## config.mk

```make
export PLATFORM = sky130hd
export DESIGN_NAME = polyline_vertex_densifier_unit
export DESIGN_NICKNAME = d
export VERILOG_FILES = /design/src/rtl/pvd_pkg.sv /design/src/rtl/polyline_vertex_densifier_unit.sv
export SDC_FILE = /design/constraint.sdc
export NUM_CORES = 2
export LEC_CHECK = 0
export BUFFER_PORTS_ARGS = -buffer_cell sky130_fd_sc_hd__clkbuf_2
export CAP_MARGIN = 20
export CORE_MARGIN = 1
export CORE_UTILIZATION = 45
export DETAILED_ROUTE_END_ITERATION = 16
export PLACE_DENSITY = 0.63
export SKIP_LAST_GASP = 1
export SLEW_MARGIN = 5
export SYNTH_ARGS = -nofsm -noshare
export SYNTH_HDL_FRONTEND = slang
export SYNTH_SLANG_ARGS = --single-unit
```

## constraint.sdc

```tcl
create_clock -name clk_i -period 45.8 [get_ports clk_i]
set_input_delay 9.16 -clock clk_i [delete_from_list [all_inputs] [get_ports clk_i]]
set_output_delay 9.16 -clock clk_i [all_outputs]
set_load 0.02 [all_outputs]
```

## src/rtl/pvd_pkg.sv

```systemverilog
`timescale 1ns / 1ps
// ----------------------------------------------------------------------------
// Polyline vertex densifier package
// Shared types and constants: state codes, register indexes and field widths.
// ----------------------------------------------------------------------------
package pvd_pkg;

  localparam int unsigned CoordW   = 32;
  localparam int unsigned OrderW   = 16;
  localparam int unsigned SpacingW = 31;
  localparam int unsigned KindW    = 2;
  localparam int unsigned TBits    = 30;
  localparam int unsigned Lanes    = 4;

  localparam logic [1:0] RegDensifyEnable = 2'd0;
  localparam logic [1:0] RegInsertSpacing = 2'd1;
  localparam logic [1:0] RegVertexKind    = 2'd2;
  localparam logic [1:0] RegOrderEnable   = 2'd3;

  localparam logic [KindW-1:0] KindXyz  = 2'd1;
  localparam logic [KindW-1:0] KindXyzm = 2'd2;

  typedef enum logic [9:0] {
    StIdle      = 10'b00_0000_0001,
    StSquare    = 10'b00_0000_0010,
    StRoot      = 10'b00_0000_0100,
    StCount     = 10'b00_0000_1000,
    StDivide    = 10'b00_0001_0000,
    StEmitStart = 10'b00_0010_0000,
    StAccum     = 10'b00_0100_0000,
    StMul       = 10'b00_1000_0000,
    StEmitIns   = 10'b01_0000_0000,
    StEmitEnd   = 10'b10_0000_0000
  } state_e;

endpackage

```

## src/rtl/polyline_vertex_densifier_unit.sv

```systemverilog
`timescale 1ns / 1ps
// ----------------------------------------------------------------------------
// Polyline vertex densifier
// Copies vertices or inserts points at fixed spacing along each segment,
// with bit-serial squaring, square root, division and interpolation.
// ----------------------------------------------------------------------------
// Copy mode and vertices without a segment skip the arithmetic.
// A segment with N inserted points first finds the length by squaring and root
// and the count, then divides when N > 0, then interpolates each point,
// all in the one-bit-per-cycle shift units; one item is in work at a time.
// Reset clears all control state and the vertex history and loads the
// register defaults; there is no clearing pass.
module polyline_vertex_densifier_unit
  import pvd_pkg::*;
#(
  parameter int unsigned MAX_INSERTED    = 62,
  parameter int unsigned COORD_FRAC_BITS = 16
) (
  input  logic           clk_i,
  input  logic           rst_ni,
  input  logic           cfg_we_i,
  input  logic [1:0]     cfg_idx_i,
  input  logic [30:0]    cfg_data_i,
  input  logic           s_axis_tvalid,
  output logic           s_axis_tready,
  // coord_x, coord_y, coord_z, coord_m
  input  logic [127:0]   s_axis_tdata,
  // line_start, part_start
  input  logic [1:0]     s_axis_tuser,
  input  logic           s_axis_tlast,
  output logic           m_axis_tvalid,
  input  logic           m_axis_tready,
  // out_x, out_y, out_z, out_m, point_order
  output logic [143:0]   m_axis_tdata,
  // insert_overflow
  output logic           m_axis_tuser,
  output logic           m_axis_tlast
);

  localparam int unsigned CntW = $clog2(MAX_INSERTED + 2);
  localparam longint unsigned SpacingRaw = 64'd100 << COORD_FRAC_BITS;
  localparam logic [SpacingW-1:0] SpacingReset =
    (SpacingRaw > 64'h7FFF_FFFF) ? 31'h7FFF_FFFF : SpacingRaw[SpacingW-1:0];
  localparam logic [CntW-1:0] MaxIns = CntW'(MAX_INSERTED);

  state_e state_q, state_d;

  logic                densify_q, densify_d;
  logic [SpacingW-1:0] spacing_q, spacing_d;
  logic [KindW-1:0]    kind_q, kind_d;
  logic                order_en_q, order_en_d;

  logic signed [31:0] cur_q [Lanes];
  logic signed [31:0] cur_d [Lanes];
  logic signed [31:0] prev_q [Lanes];
  logic signed [31:0] prev_d [Lanes];
  logic               have_prev_q, have_prev_d;
  logic               pe_q, pe_d;
  logic [OrderW-1:0]  order_q, order_d;

  logic [5:0]  cnt_q, cnt_d;
  logic [32:0] mx_q, mx_d, my_q, my_d;
  logic [65:0] sx_q, sx_d, sy_q, sy_d;
  logic [65:0] sq_q, sq_d;
  logic [36:0] rem_q, rem_d;
  logic [32:0] root_q, root_d;
  logic [33:0] lc_q, lc_d;
  logic [37:0] kd_q, kd_d;
  logic [CntW-1:0] nins_q, nins_d, kidx_q, kidx_d;
  logic        ovf_q, ovf_d;
  logic [32:0] drem_q, drem_d;
  logic [30:0] dq_q, dq_d;
  logic [32:0] r0_q, r0_d;
  logic [30:0] tq_q, tq_d;
  logic [32:0] tr_q, tr_d;
  logic [30:0] tsh_q, tsh_d;
  logic [32:0] dmag_q [Lanes];
  logic [32:0] dmag_d [Lanes];
  logic        dneg_q [Lanes];
  logic        dneg_d [Lanes];
  logic [63:0] msh_q [Lanes];
  logic [63:0] msh_d [Lanes];
  logic [63:0] macc_q [Lanes];
  logic [63:0] macc_d [Lanes];

  logic          out_valid_q, out_valid_d;
  logic [143:0]  out_data_q, out_data_d;
  logic          out_last_q, out_last_d;
  logic          out_ovf_q, out_ovf_d;

  logic signed [32:0] diff [Lanes];
  logic signed [31:0] ins_pt [Lanes];
  logic signed [31:0] pt [Lanes];
  logic [64:0] rnd [Lanes];
  logic [36:0] rem_t, trial;
  logic [32:0] root_n;
  logic [36:0] rem_n;
  logic [33:0] dv_t;
  logic        dv_bit;
  logic [33:0] sum_r;
  logic [30:0] sum_q;
  logic        can_load, load, pt_last, finish, in_acc, seg, dens;

  assign s_axis_tready = (state_q == StIdle);
  assign in_acc        = s_axis_tvalid && s_axis_tready;
  assign can_load      = !out_valid_q || m_axis_tready;
  assign dens          = densify_q && (spacing_q != '0);
  assign seg           = have_prev_q && !s_axis_tuser[0] && !s_axis_tuser[1];

  always_comb begin
    for (int l = 0; l < Lanes; l++) begin
      diff[l] = {s_axis_tdata[32*l+31], s_axis_tdata[32*l +: 32]}
              - {prev_q[l][31], prev_q[l]};
      rnd[l]  = {1'b0, macc_q[l]} + 65'(1 << (TBits - 1));
      if (dneg_q[l]) begin
        ins_pt[l] = prev_q[l] - rnd[l][61:30];
      end else begin
        ins_pt[l] = prev_q[l] + rnd[l][61:30];
      end
    end
  end

  always_comb begin
    state_d     = state_q;
    densify_d   = densify_q;
    spacing_d   = spacing_q;
    kind_d      = kind_q;
    order_en_d  = order_en_q;
    cur_d       = cur_q;
    prev_d      = prev_q;
    have_prev_d = have_prev_q;
    pe_d        = pe_q;
    order_d     = order_q;
    cnt_d       = cnt_q;
    mx_d = mx_q; my_d = my_q; sx_d = sx_q; sy_d = sy_q; sq_d = sq_q;
    rem_d = rem_q; root_d = root_q; lc_d = lc_q; kd_d = kd_q;
    nins_d = nins_q; kidx_d = kidx_q; ovf_d = ovf_q;
    drem_d = drem_q; dq_d = dq_q; r0_d = r0_q; tq_d = tq_q; tr_d = tr_q;
    tsh_d = tsh_q;
    dmag_d = dmag_q; dneg_d = dneg_q; msh_d = msh_q; macc_d = macc_q;
    out_valid_d = out_valid_q;
    out_data_d  = out_data_q;
    out_last_d  = out_last_q;
    out_ovf_d   = out_ovf_q;
    load    = 1'b0;
    pt_last = 1'b0;
    finish  = 1'b0;
    pt      = cur_q;
    rem_t = '0; trial = '0; root_n = '0; rem_n = '0;
    dv_t = '0; dv_bit = 1'b0; sum_r = '0; sum_q = '0;

    if (cfg_we_i) begin
      case (cfg_idx_i)
        RegDensifyEnable: densify_d  = cfg_data_i[0];
        RegInsertSpacing: spacing_d  = cfg_data_i;
        RegVertexKind:    kind_d     = cfg_data_i[KindW-1:0];
        RegOrderEnable:   order_en_d = cfg_data_i[0];
        default: ;
      endcase
    end

    if (out_valid_q && m_axis_tready) begin
      out_valid_d = 1'b0;
    end

    case (state_q)
      StIdle: begin
        if (in_acc) begin
          for (int l = 0; l < Lanes; l++) begin
            cur_d[l]  = s_axis_tdata[32*l +: 32];
            dneg_d[l] = diff[l][32];
            dmag_d[l] = diff[l][32] ? 33'(-diff[l]) : 33'(diff[l]);
          end
          pe_d  = s_axis_tlast;
          ovf_d = 1'b0;
          if (s_axis_tuser[0]) begin
            order_d = '0;
          end
          if (!dens) begin
            state_d = StEmitEnd;
          end else if (seg) begin
            mx_d    = diff[0][32] ? 33'(-diff[0]) : 33'(diff[0]);
            my_d    = diff[1][32] ? 33'(-diff[1]) : 33'(diff[1]);
            sx_d    = {33'd0, mx_d};
            sy_d    = {33'd0, my_d};
            sq_d    = '0;
            cnt_d   = '0;
            state_d = StSquare;
          end else if (s_axis_tlast) begin
            state_d = StEmitEnd;
          end else begin
            for (int l = 0; l < Lanes; l++) begin
              prev_d[l] = s_axis_tdata[32*l +: 32];
            end
            have_prev_d = 1'b1;
          end
        end
      end
      StSquare: begin
        sq_d = sq_q + (mx_q[0] ? sx_q : 66'd0) + (my_q[0] ? sy_q : 66'd0);
        mx_d = mx_q >> 1;
        my_d = my_q >> 1;
        sx_d = sx_q << 1;
        sy_d = sy_q << 1;
        cnt_d = cnt_q + 6'd1;
        if (cnt_q == 6'd32) begin
          cnt_d   = '0;
          rem_d   = '0;
          root_d  = '0;
          state_d = StRoot;
        end
      end
      StRoot: begin
        rem_t = {rem_q[34:0], sq_q[65:64]};
        trial = {2'b00, root_q, 2'b01};
        if (rem_t >= trial) begin
          rem_n  = rem_t - trial;
          root_n = {root_q[31:0], 1'b1};
        end else begin
          rem_n  = rem_t;
          root_n = {root_q[31:0], 1'b0};
        end
        rem_d  = rem_n;
        root_d = root_n;
        sq_d   = sq_q << 2;
        cnt_d  = cnt_q + 6'd1;
        if (cnt_q == 6'd32) begin
          lc_d    = {1'b0, root_n} + {33'd0, (rem_n != '0)};
          kd_d    = {7'd0, spacing_q};
          nins_d  = '0;
          state_d = StCount;
        end
      end
      StCount: begin
        if (kd_q < {4'd0, lc_q} && nins_q != MaxIns) begin
          nins_d = nins_q + CntW'(1);
          kd_d   = kd_q + {7'd0, spacing_q};
        end else begin
          ovf_d = (kd_q < {4'd0, lc_q});
          if (nins_q == '0) begin
            state_d = StEmitStart;
          end else begin
            drem_d  = {3'd0, spacing_q[30:1]};
            dq_d    = '0;
            cnt_d   = '0;
            state_d = StDivide;
          end
        end
      end
      StDivide: begin
        dv_bit = (cnt_q == '0) ? spacing_q[0] : 1'b0;
        dv_t   = {drem_q, dv_bit};
        if (dv_t >= {1'b0, root_q}) begin
          dv_t = dv_t - {1'b0, root_q};
          dq_d = {dq_q[29:0], 1'b1};
        end else begin
          dq_d = {dq_q[29:0], 1'b0};
        end
        drem_d = dv_t[32:0];
        cnt_d  = cnt_q + 6'd1;
        if (cnt_q == 6'd30) begin
          r0_d    = dv_t[32:0];
          tq_d    = '0;
          tr_d    = '0;
          kidx_d  = '0;
          state_d = StEmitStart;
        end
      end
      StEmitStart: begin
        if (can_load) begin
          load    = 1'b1;
          pt      = prev_q;
          pt_last = (nins_q == '0) && !pe_q;
          if (nins_q != '0) begin
            state_d = StAccum;
          end else if (pe_q) begin
            state_d = StEmitEnd;
          end else begin
            finish = 1'b1;
          end
        end
      end
      StAccum: begin
        sum_r = {1'b0, tr_q} + {1'b0, r0_q};
        sum_q = tq_q + dq_q;
        if (sum_r >= {1'b0, root_q}) begin
          sum_r = sum_r - {1'b0, root_q};
          sum_q = sum_q + 31'd1;
        end
        tr_d   = sum_r[32:0];
        tq_d   = sum_q;
        tsh_d  = sum_q;
        kidx_d = kidx_q + CntW'(1);
        for (int l = 0; l < Lanes; l++) begin
          msh_d[l]  = {31'd0, dmag_q[l]};
          macc_d[l] = '0;
        end
        cnt_d   = '0;
        state_d = StMul;
      end
      StMul: begin
        for (int l = 0; l < Lanes; l++) begin
          if (tsh_q[0]) begin
            macc_d[l] = macc_q[l] + msh_q[l];
          end
          msh_d[l] = msh_q[l] << 1;
        end
        tsh_d = tsh_q >> 1;
        cnt_d = cnt_q + 6'd1;
        if (cnt_q == 6'd30) begin
          state_d = StEmitIns;
        end
      end
      StEmitIns: begin
        if (can_load) begin
          load    = 1'b1;
          pt      = ins_pt;
          pt_last = (kidx_q == nins_q) && !pe_q;
          if (kidx_q != nins_q) begin
            state_d = StAccum;
          end else if (pe_q) begin
            state_d = StEmitEnd;
          end else begin
            finish = 1'b1;
          end
        end
      end
      StEmitEnd: begin
        if (can_load) begin
          load    = 1'b1;
          pt      = cur_q;
          pt_last = 1'b1;
          finish  = 1'b1;
        end
      end
      default: state_d = StIdle;
    endcase

    if (load) begin
      out_valid_d = 1'b1;
      out_last_d  = pt_last;
      out_ovf_d   = ovf_q;
      out_data_d[31:0]  = pt[0];
      out_data_d[63:32] = pt[1];
      out_data_d[95:64] = (kind_q == KindXyz || kind_q == KindXyzm) ? pt[2] : 32'd0;
      out_data_d[127:96]  = (kind_q == KindXyzm) ? pt[3] : 32'd0;
      out_data_d[143:128] = order_en_q ? order_q : '0;
      if (order_en_q) begin
        order_d = order_q + 16'd1;
      end
    end

    if (finish) begin
      prev_d      = cur_q;
      have_prev_d = !pe_q;
      state_d     = StIdle;
    end
  end

  always_ff @(posedge clk_i or negedge rst_ni) begin
    if (!rst_ni) begin
      state_q     <= StIdle;
      densify_q   <= 1'b0;
      spacing_q   <= SpacingReset;
      kind_q      <= '0;
      order_en_q  <= 1'b0;
      have_prev_q <= 1'b0;
      order_q     <= '0;
      out_valid_q <= 1'b0;
      for (int l = 0; l < Lanes; l++) begin
        prev_q[l] <= '0;
      end
    end else begin
      state_q     <= state_d;
      densify_q   <= densify_d;
      spacing_q   <= spacing_d;
      kind_q      <= kind_d;
      order_en_q  <= order_en_d;
      have_prev_q <= have_prev_d;
      order_q     <= order_d;
      out_valid_q <= out_valid_d;
      prev_q      <= prev_d;
    end
  end

  always_ff @(posedge clk_i) begin
    cur_q <= cur_d;
    pe_q  <= pe_d;
    cnt_q <= cnt_d;
    mx_q <= mx_d; my_q <= my_d; sx_q <= sx_d; sy_q <= sy_d; sq_q <= sq_d;
    rem_q <= rem_d; root_q <= root_d; lc_q <= lc_d; kd_q <= kd_d;
    nins_q <= nins_d; kidx_q <= kidx_d; ovf_q <= ovf_d;
    drem_q <= drem_d; dq_q <= dq_d; r0_q <= r0_d; tq_q <= tq_d; tr_q <= tr_d;
    tsh_q <= tsh_d;
    dmag_q <= dmag_d; dneg_q <= dneg_d; msh_q <= msh_d; macc_q <= macc_d;
    out_data_q <= out_data_d;
    out_last_q <= out_last_d;
    out_ovf_q  <= out_ovf_d;
  end

  assign m_axis_tvalid = out_valid_q;
  assign m_axis_tdata  = out_data_q;
  assign m_axis_tlast  = out_last_q;
  assign m_axis_tuser  = out_ovf_q;

  a_count_bound: assert property (@(posedge clk_i) disable iff (!rst_ni)
    (state_q == StCount) |-> (nins_q <= MaxIns))
    else $error("inserted point count beyond cap");

  a_frac_bound: assert property (@(posedge clk_i) disable iff (!rst_ni)
    (state_q == StMul) |-> (tq_q <= 31'h4000_0000))
    else $error("interpolation fraction above one");

  a_no_overwrite: assert property (@(posedge clk_i) disable iff (!rst_ni)
    load |-> (!out_valid_q || m_axis_tready))
    else $error("result register overwritten while waiting");

  a_idle_after_last: assert property (@(posedge clk_i) disable iff (!rst_ni)
    (load && pt_last) |=> (state_q == StIdle))
    else $error("work continues after the last result");

endmodule

```

==> results.sh <==
export IMPL_grt_pass1_wl_mm=550.7
export IMPL_drc_errors=0
export IMPL_path_class="primary input to flip-flop"
export IMPL_portBuffers=316
export IMPL_hold_slack_ns=0.4370
export IMPL_rrSetupSlack_ns=38.56
export IMPL_fin_crit_ns=13.09
export IMPL_cts_tree="yes"
export IMPL_insertion_delay_ns=0.92
export IMPL_rsz0062_at_grt="no"
export IMPL_synth_distinct_cells=104
export IMPL_start_util_pct=45.40
export IMPL_finalSetupViolCount=0
export IMPL_setup_tns_ns=0
export IMPL_gp_congestion=0.9667
export IMPL_p_leak_nw=53.31
export IMPL_grt_ovfl_total=0
export IMPL_netlist_area_leader_share_pct=38.24
export IMPL_core_area_um2=263200
export IMPL_slew_headroom_pct=14.05
export IMPL_synth_common_cells="edfxtp_1 (1522), nand2_1 (1245), nor2_1 (1076), a21oi_1 (921), ha_1 (812)"
export IMPL_crit_chain="clkbuf_2 > inv_1 > ha_1 > inv_1 > fa_1 > a211o_1 > a211oi_1 > o311ai_0 > a41oi_1 > o41ai_1 > a31o_2 > o21ai_0 > a21boi_0 > o21bai_1 > a31oi_1 > buf_4 > inv_1 > o21ai_0 > xnor2_1"
export IMPL_die_h_um=517.3
export IMPL_arrival_ns=13.67
export IMPL_hp_class="flip-flop to flip-flop"
export IMPL_syn_area_per_cell_um2=9.574
export IMPL_ys_ff_latch=1713
export IMPL_syn_area_um2=119500
export IMPL_grt_max_degree=220
export IMPL_syn_to_final_growth_pct=10.13
export IMPL_cts_clk_slew_worst_paths_ns=0.06
export IMPL_drive_above_1_share_pct=7.449
export IMPL_endpoint_kind="flip-flop"
export IMPL_synth_enable_flop_cells=1522
export IMPL_synth_largest_area_cell="edfxtp_1"
export IMPL_critPathRequiredTime_ns=46.38
export IMPL_first_global_vias=94098
export IMPL_synthFlopType="edfxtp_1"
export IMPL_cts_root_buffer="clkbuf_16"
export IMPL_fmax_mhz=76.40
export IMPL_ctsResizeCount=0
export IMPL_cts_buffer_depth=4
export IMPL_drt_antenna_violating_nets=0
export IMPL_peakVddDrop_uv=57.81
export IMPL_synth_most_common_cell="edfxtp_1"
export IMPL_io_pins=317
export IMPL_cts_sinks=1713
export IMPL_cts_buffers=204
export IMPL_clock_skew_ns=0.08822
export IMPL_drtPass1Iterations=6
export IMPL_postCtsSetupRepairBufs=0
export IMPL_syn_inst=12482
export IMPL_synthArstFlopShare_pct=11.15
export IMPL_hold_violations=0
export IMPL_htreeDepth=4
export IMPL_fin_crit_sh_pct=28.58
export IMPL_dp_hpwl_mm=265.2
export IMPL_critPathLaunchType="primary input"
export IMPL_drtIter0Drc=8506
export IMPL_crit_top_cell="inv_1"
export IMPL_drv_cap=0
export IMPL_power_mw=7.606
export IMPL_outcome="complete, no violations"
export IMPL_vias=96863
export IMPL_hold_buffers=0
export IMPL_critical_path_buf_inv_count=5
export IMPL_dieArea_um2=267600
export IMPL_viasPerCell=5.955
export IMPL_rows=188
export IMPL_synth_area_leaders="edfxtp_1 (38%), ha_1 (8.5%), xnor2_1 (5.1%)"
export IMPL_routed_wl_mm=359.7
export IMPL_tightest_slew_ns=1.289
export IMPL_track_usage_pct=26.23
export IMPL_cpLargestDelayFamily="compound AO/OA/AOI/OAI gates"
export IMPL_yosys_warnings=0
export IMPL_max_stage_delay_ns=0.55
export IMPL_syn_nets=13546
export IMPL_path_max_fanout=22
export IMPL_slowest_stage="a41oi_1"
export IMPL_nets=13640
export IMPL_ys_seq_area_share_pct=42.25
export IMPL_routedWlPerCell_um=22.11
export IMPL_p_per_area_nw_per_um2=57.79
export IMPL_final_max_slew_viol_count=0
export IMPL_antenna_found_initial=30
export IMPL_die_w_um=517.3
[cell usage in the layout (no fill, tap or decap), drive strengths merged, types with 487 or more instances in the layout]
master,Yosys,layout
nand2,1246,1246
o21ai,653,653
a21o,487,487
a21oi,922,922
ha,812,812
inv,503,516
clkbuf,485,567
nor2,1078,1078
edfxtp,1522,1522
xnor2,692,692
[through the flow]
| step | setup WS (ns) | util (%) | instance area, µm² | std cells |
|---|---|---|---|---|
| 3_5_place_dp | 31.80 | 47.29 | 124500 | 15878 |
| 6_report | 32.71 | 50.00 | 131600 | 16267 |
| 5_1_grt | 32.42 | 49.99 | 131600 | 16260 |
| 4_1_cts | 32.71 | 49.95 | 131500 | 16248 |
| 3_3_place_gp | 31.89 | 47.28 | 124500 | 15876 |
| 2_1_floorplan | 20.79 | - | 119500 | 12482 |
[registers in the layout (all words and copies together) (netlist names), 33 cells and up]
signal,flops
dmag_q,132
sx_q,66
m_axis_tdata,144
prev_q,128
root_q,33
lc_q,34
r0_q,33
macc_q,248
tr_q,33
msh_q,248
my_q,33
kd_q,38
rem_q,35
sq_q,66
sy_q,66
mx_q,33
cur_q,128
drem_q,33
[area by class of cell]
| type | count | area, µm² |
|---|---|---|
| clock inverters | 120 | 1556 |
| clock buffers | 250 | 5441 |
| well taps | 3515 | 4398 |
| repair buffers | 417 | 2482 |
| flip-flops and latches | 1713 | 50490 |
| diodes | 12 | 30.03 |
| fillers | 24135 | 131600 |
| inverters | 504 | 1899 |
| multi-input cells | 9736 | 65310 |
[final timing paths]
kind	startpoint	to	cells after the start
min	ovf_q	m_axis_tuser	0
min reg2reg	ovf_q	m_axis_tuser	0
max in group asynchronous	rst_ni	prev_q[116]	3
min in group asynchronous	rst_ni	spacing_q[1]	1
max	s_axis_tdata[96]	dmag_q[26]	19
max reg2reg	root_q[1]	lc_q[31]	23
[power breakdown]
group | switching (mW) | total [mW] | internal [mW]
Combinational | 2.09 | 3.44 | 1.35
Sequential | 0.226 | 2.44 | 2.21
Clock | 0.698 | 1.73 | 1.03
Total | 3.01 | 7.61 | 4.60
[routing by layer]
layer | part of all wire (%) | vias to the layer above | global-route usage, %
li1 | - | 45912 | -
met1 | 44 | 47055 | 35.62
met2 | 45 | 3192 | 42.02
met3 | 6.5 | 682 | 3.714
met4 | 4.5 | 22 | 10.65
met5 | 0.035 | - | 0
[cell families after synthesis]
kind of cell	after synthesis	synth area share, %
simple gates	4296	17.32
compound gates	3342	18.28
flops	1713	42.25
buf+inv	1033	3.255
xor+xnor	1102	8.076
mux	101	0.9308
fa+ha+maj	895	9.892
Note: power is estimated with default switching activity, not from simulation.
